File: config.mk
export PLATFORM = sky130hd
export DESIGN_NAME = deq_cell
export DESIGN_NICKNAME = d
export VERILOG_FILES = /design/src/design/deq_pkg.sv /design/src/design/deq_cell.sv
export SDC_FILE = /design/constraint.sdc
export NUM_CORES = 1
export LEC_CHECK = 0
export ABC_AREA = 1
export BUFFER_PORTS_ARGS = -buffer_cell sky130_fd_sc_hd__buf_2
export CORE_ASPECT_RATIO = 1.75
export CORE_MARGIN = 2
export CORE_UTILIZATION = 46
export DETAILED_ROUTE_END_ITERATION = 7
export PLACE_DENSITY = 0.88
export SYNTH_ARGS = -nofsm -noshare
export SYNTH_HDL_FRONTEND = slang
export SYNTH_SLANG_ARGS = --single-unit
File: constraint.sdc
create_clock -name clk -period 4.6 [get_ports clk]
set_input_delay 0.46 -clock clk [delete_from_list [all_inputs] [get_ports clk]]
set_output_delay 0.46 -clock clk [all_outputs]
set_load 0.02 [all_outputs]
File: src/design/deq_pkg.sv
// shared types and codes for the double-ended queue core
package deq_pkg;

	// requested operation
	typedef enum logic [2:0] {
		FN_PUSH_HEAD = 3'd0,
		FN_PUSH_TAIL = 3'd1,
		FN_POP_HEAD  = 3'd2,
		FN_POP_TAIL  = 3'd3,
		FN_PEEK_HEAD = 3'd4,
		FN_PEEK_TAIL = 3'd5,
		FN_CONTAINS  = 3'd6,
		FN_REMOVE    = 3'd7
	} func_t;

	// result status
	typedef enum logic [1:0] {
		STAT_OK    = 2'd0,
		STAT_EMPTY = 2'd1,
		STAT_FULL  = 2'd2
	} status_t;

	// controller states
	typedef enum logic [1:0] {
		S_IDLE,
		S_SCAN,
		S_FINISH
	} state_t;

	// action applied by every cell of the row in the same cycle
	typedef enum logic [2:0] {
		CELL_HOLD,
		CELL_SCAN_INIT,
		CELL_SCAN_STEP,
		CELL_PUSH_HEAD,
		CELL_PUSH_TAIL,
		CELL_POP_HEAD,
		CELL_REMOVE
	} cell_op_t;

	localparam int DATA_W = 32;

	// broadcast control for the cell row
	typedef struct packed {
		cell_op_t            op;
		logic [DATA_W-1:0]   value;
	} cell_ctrl_t;

	// operations that need the prefix scan over the row
	function automatic logic needs_scan(input func_t f);
		return f inside {FN_POP_TAIL, FN_PEEK_TAIL, FN_CONTAINS, FN_REMOVE};
	endfunction

endpackage

File: src/design/deq_cell.sv
// one storage cell of the queue row with its scan registers
module deq_cell import deq_pkg::*; #(
	parameter int DEPTH = 64,
	parameter int IDX = 0,
	localparam int CntW = $clog2(DEPTH + 1)
) (
	input  logic                clk,
	input  cell_ctrl_t          ctrl,
	input  logic [CntW-1:0]     count,
	input  logic [DATA_W-1:0]   left_data,
	input  logic [DATA_W-1:0]   right_data,
	input  logic [DATA_W-1:0]   partner_red,
	input  logic                partner_hit,
	output logic [DATA_W-1:0]   data,
	output logic [DATA_W-1:0]   red,
	output logic                hit
);

	logic [DATA_W-1:0] data_q;
	logic [DATA_W-1:0] red_q;
	logic              hit_q;
	logic              occupied;
	logic              is_tail;
	logic              is_next;

	// position of this cell against the fill level
	assign occupied = CntW'(IDX) < count;
	assign is_tail  = count == CntW'(IDX + 1);
	assign is_next  = count == CntW'(IDX);

	// entry storage and shifting between neighbors
	always_ff @(posedge clk) begin
		case (ctrl.op)
			CELL_PUSH_HEAD: data_q <= left_data;
			CELL_PUSH_TAIL: begin
				if (is_next) begin
					data_q <= ctrl.value;
				end
			end
			CELL_POP_HEAD: data_q <= right_data;
			CELL_REMOVE: begin
				if (hit_q) begin
					data_q <= right_data;
				end
			end
			default: ;
		endcase
	end

	// prefix-or scan: match flag and tail value
	always_ff @(posedge clk) begin
		case (ctrl.op)
			CELL_SCAN_INIT: begin
				hit_q <= occupied && (data_q == ctrl.value);
				red_q <= is_tail ? data_q : '0;
			end
			CELL_SCAN_STEP: begin
				hit_q <= hit_q | partner_hit;
				red_q <= red_q | partner_red;
			end
			default: ;
		endcase
	end

	assign data = data_q;
	assign red  = red_q;
	assign hit  = hit_q;

endmodule

==> impl_metrics.tcl <==
set metrics [dict create \
    crit_chain "buf_2 > nor2_4 > inv_2 > o21ai_0 > a22oi_2 > buf_4" \
    peakVddDrop_uv 196.6 \
    synthCells 434 \
    grt_pass1_wl_um 18640 \
    end_kind "flip-flop" \
    synth_edf_count 65 \
    syn-cell-area_um2 3985 \
    async_reset_ff_frac 0 \
    port_buffers 204 \
    synth_fa_ha_area_frac 0 \
    worst_slew_pin_slew_ns 1.291 \
    synth-seq-area-share 0.4898 \
    grt.busiest_layer "met2" \
    regArea_um2 1952 \
    ff2ff_path_depth 3 \
    first_iter_violations 286 \
    syn_area_per_cell_um2 9.182 \
    die_w_um 74.36 \
    finClkSkew_ns 0.003497 \
    grt.total_usage 0.2638 \
    hold_buffers 0 \
    synth_top_area_frac 0.4898 \
    finalSetupTns_ns 0 \
    synth_fp_nets 574 \
    cts-resized-gates 0 \
    clk_pin_slew_ns 0.05 \
    drc 0 \
    timing.rr.start "hit$_DFFE_PP_" \
    numCtsBuffers 9 \
    reg2reg_to "data[9]$_DFFE_PP_" \
    dr.pass1.iters 5 \
    finalSetupViolations 0 \
    grtUsageMet2 0.4492 \
    cp-start-kind "input pin" \
    via_per_inst 5.276 \
    crit_arrival_ns 2.25 \
    diodes 0 \
    worstSetupEndpoint "data[9]$_DFFE_PP_" \
    synthTopCellsByArea "edfxtp_1, nand3_1, nand2_1, nand3_2, o211ai_2" \
    final_hold_viol_count 0 \
    rsz0062_at_grt "no" \
    place_area_um2 4984 \
    drive_above_1_share 0.4130 \
    outcome "completed" \
    place.gp.congestion 0.9197 \
    cts.path.max_buffers 2 \
    stdcell_area_um2 5239 \
    fillCellCount 742 \
    grt_pass1_vias 3913 \
    powerDensity_nw_per_um2 319.7 \
    holdCritPathClass "in -> reg" \
    synth_xor_area_frac 0.04396 \
    core-area_um2 8558 \
    max_stage_delay_ns 0.43 \
    synthMuxAreaShare 0 \
    grt.overflow.total 0 \
    routed_wl_um 12310 \
    r2r_setup_slack_ns 2.84 \
    antenna_found_initial 0 \
    clk_latency_ns 0.33 \
    slew_viol_final 0 \
    cts_tree "done" \
    crit_fanout 33 \
    startpoint "ctrl[33]" \
    place_hpwl_um 9418 \
    synth-main-ff-cell "edfxtp_1" \
    path_class "in -> reg" \
    die_height_um 127.1 \
    max-cap-violations 0 \
    final_antenna_net_count 0 \
    start_util 0.4656 \
    ys_ff_latch 65 \
    synth_largest_area_cell "edfxtp_1" \
    min_period_ns 2.257 \
    layout.nets 767 \
    yosysWarnings 0 \
    area_delta_synth_final_pct 31.46 \
    synth.distinct_cells 31 \
    grt_max_degree 35 \
    worstPathRequired_ns 4.60 \
    use_met1 0.2867 \
    vias 3952 \
    multiInputGateArea_um2 1714 \
    synthSimpleGateAreaFrac 0.3027 \
    cts_root_buf "clkbuf_16" \
    synth_common_cells "nand2_1, nand3_1, edfxtp_1" \
    yosysMostFrequentCell "nand2_1" \
    rows 45 \
    h-tree-depth 3 \
    io_pins 205 \
    slew_headroom 0.1383 \
    die-area_um2 9453 \
    wl_per_cell_um 16.43 \
    synth-compound-area-share 0.08100 \
    cts_num_sinks 65 \
    cp_slowest_cell "inv_2" \
    timing.fmax_ghz 0.4432 \
    period_share 0.4905 \
    p_leak_nw 2.590 \
    synth_top_family_by_area "simple AND/OR/NAND/NOR gates" \
    post_cts_buffers 0 \
    gr-usage-met3 0.05599 \
]
## state kept, by name, indices dropped and copies added, names as in the netlist
signal	flops
data	32
hit	1
red	32
## worst min path at each step
stage | from | end | slack (ns) | cells after the start
floorplan | partner_red[12] | red[12]$_DFFE_PP_ | 0.66 | 2
global placement | red[12]$_DFFE_PP_ | red[12]$_DFFE_PP_ | 0.54 | 2
detailed placement | red[25]$_DFFE_PP_ | red[25]$_DFFE_PP_ | 0.55 | 2
CTS | left_data[20] | data[20]$_DFFE_PP_ | 0.41 | 3
global route | left_data[21] | data[21]$_DFFE_PP_ | 0.42 | 3
finish | left_data[13] | data[13]$_DFFE_PP_ | 0.42 | 3
## area by class of cell
class                           instances  share of cell area
Clock buffer                           11             0.04442
Clock inverter                          5            0.004299
Inverter                               32             0.02579
Multi-Input combinational cell        313              0.3272
Sequential cell                        65              0.3726
Tap cell                              117             0.02794
Timing Repair Buffer                  206              0.1978
## layout by cell type, fill, tap and decap left out, types with 9 or more instances in the layout
cell	netlist	routed
o21ai_0	24	24
nand3_1	87	87
o21ai_1	11	11
o211ai_2	10	10
edfxtp_1	65	65
buf_2	10	204
nand2_1	108	108
inv_1	26	26
xnor2_1	13	13
clkbuf_16	0	9
nor2_1	20	20
nand3_2	20	20
## critical path: cells and delay by family
kind	cells	cell delay, ns
buffers and inverters	3	1.02
AO/OA/AOI/OAI	2	0.62
AND/OR/NAND/NOR	1	0.13
## power by group
part / leakage, nW / switching (mW) / internal [mW]
clock: 0.128 / 0.239 / 0.358
combinational: 1.83 / 0.203 / 0.127
sequential: 0.634 / 0.0379 / 0.710
## metal layers
layer  vias up  routed length, µm  share of wire
met2       236               6480           0.53
met1      1792               4328           0.35
met4         0                586          0.048
met5         -                  0              0
met3        43                913          0.074
li1       1881                  -              -
## logic make-up after synthesis
| logic type | count (synthesis) |
|---|---|
| AO/OA/AOI/OAI | 48 |
| XOR/XNOR | 20 |
| buffers and inverters | 56 |
| flip-flops | 65 |
| AND/OR/NAND/NOR | 245 |
## metrics by stage
stage	total power [mW]	setup WS, ns	utilization	cells	hold slack (ns)
after floorplan	0.9524	0.9925	-	434	0.6644
after global placement	1.078	2.035	0.5823	733	0.5384
after detailed placement	1.089	1.993	0.5823	733	0.5515
after CTS	1.683	2.331	0.6121	749	0.4133
after global routing	1.746	2.153	0.6121	749	0.4238
final	1.675	2.343	0.6121	749	0.4225
(Power assumes the default switching activity.)
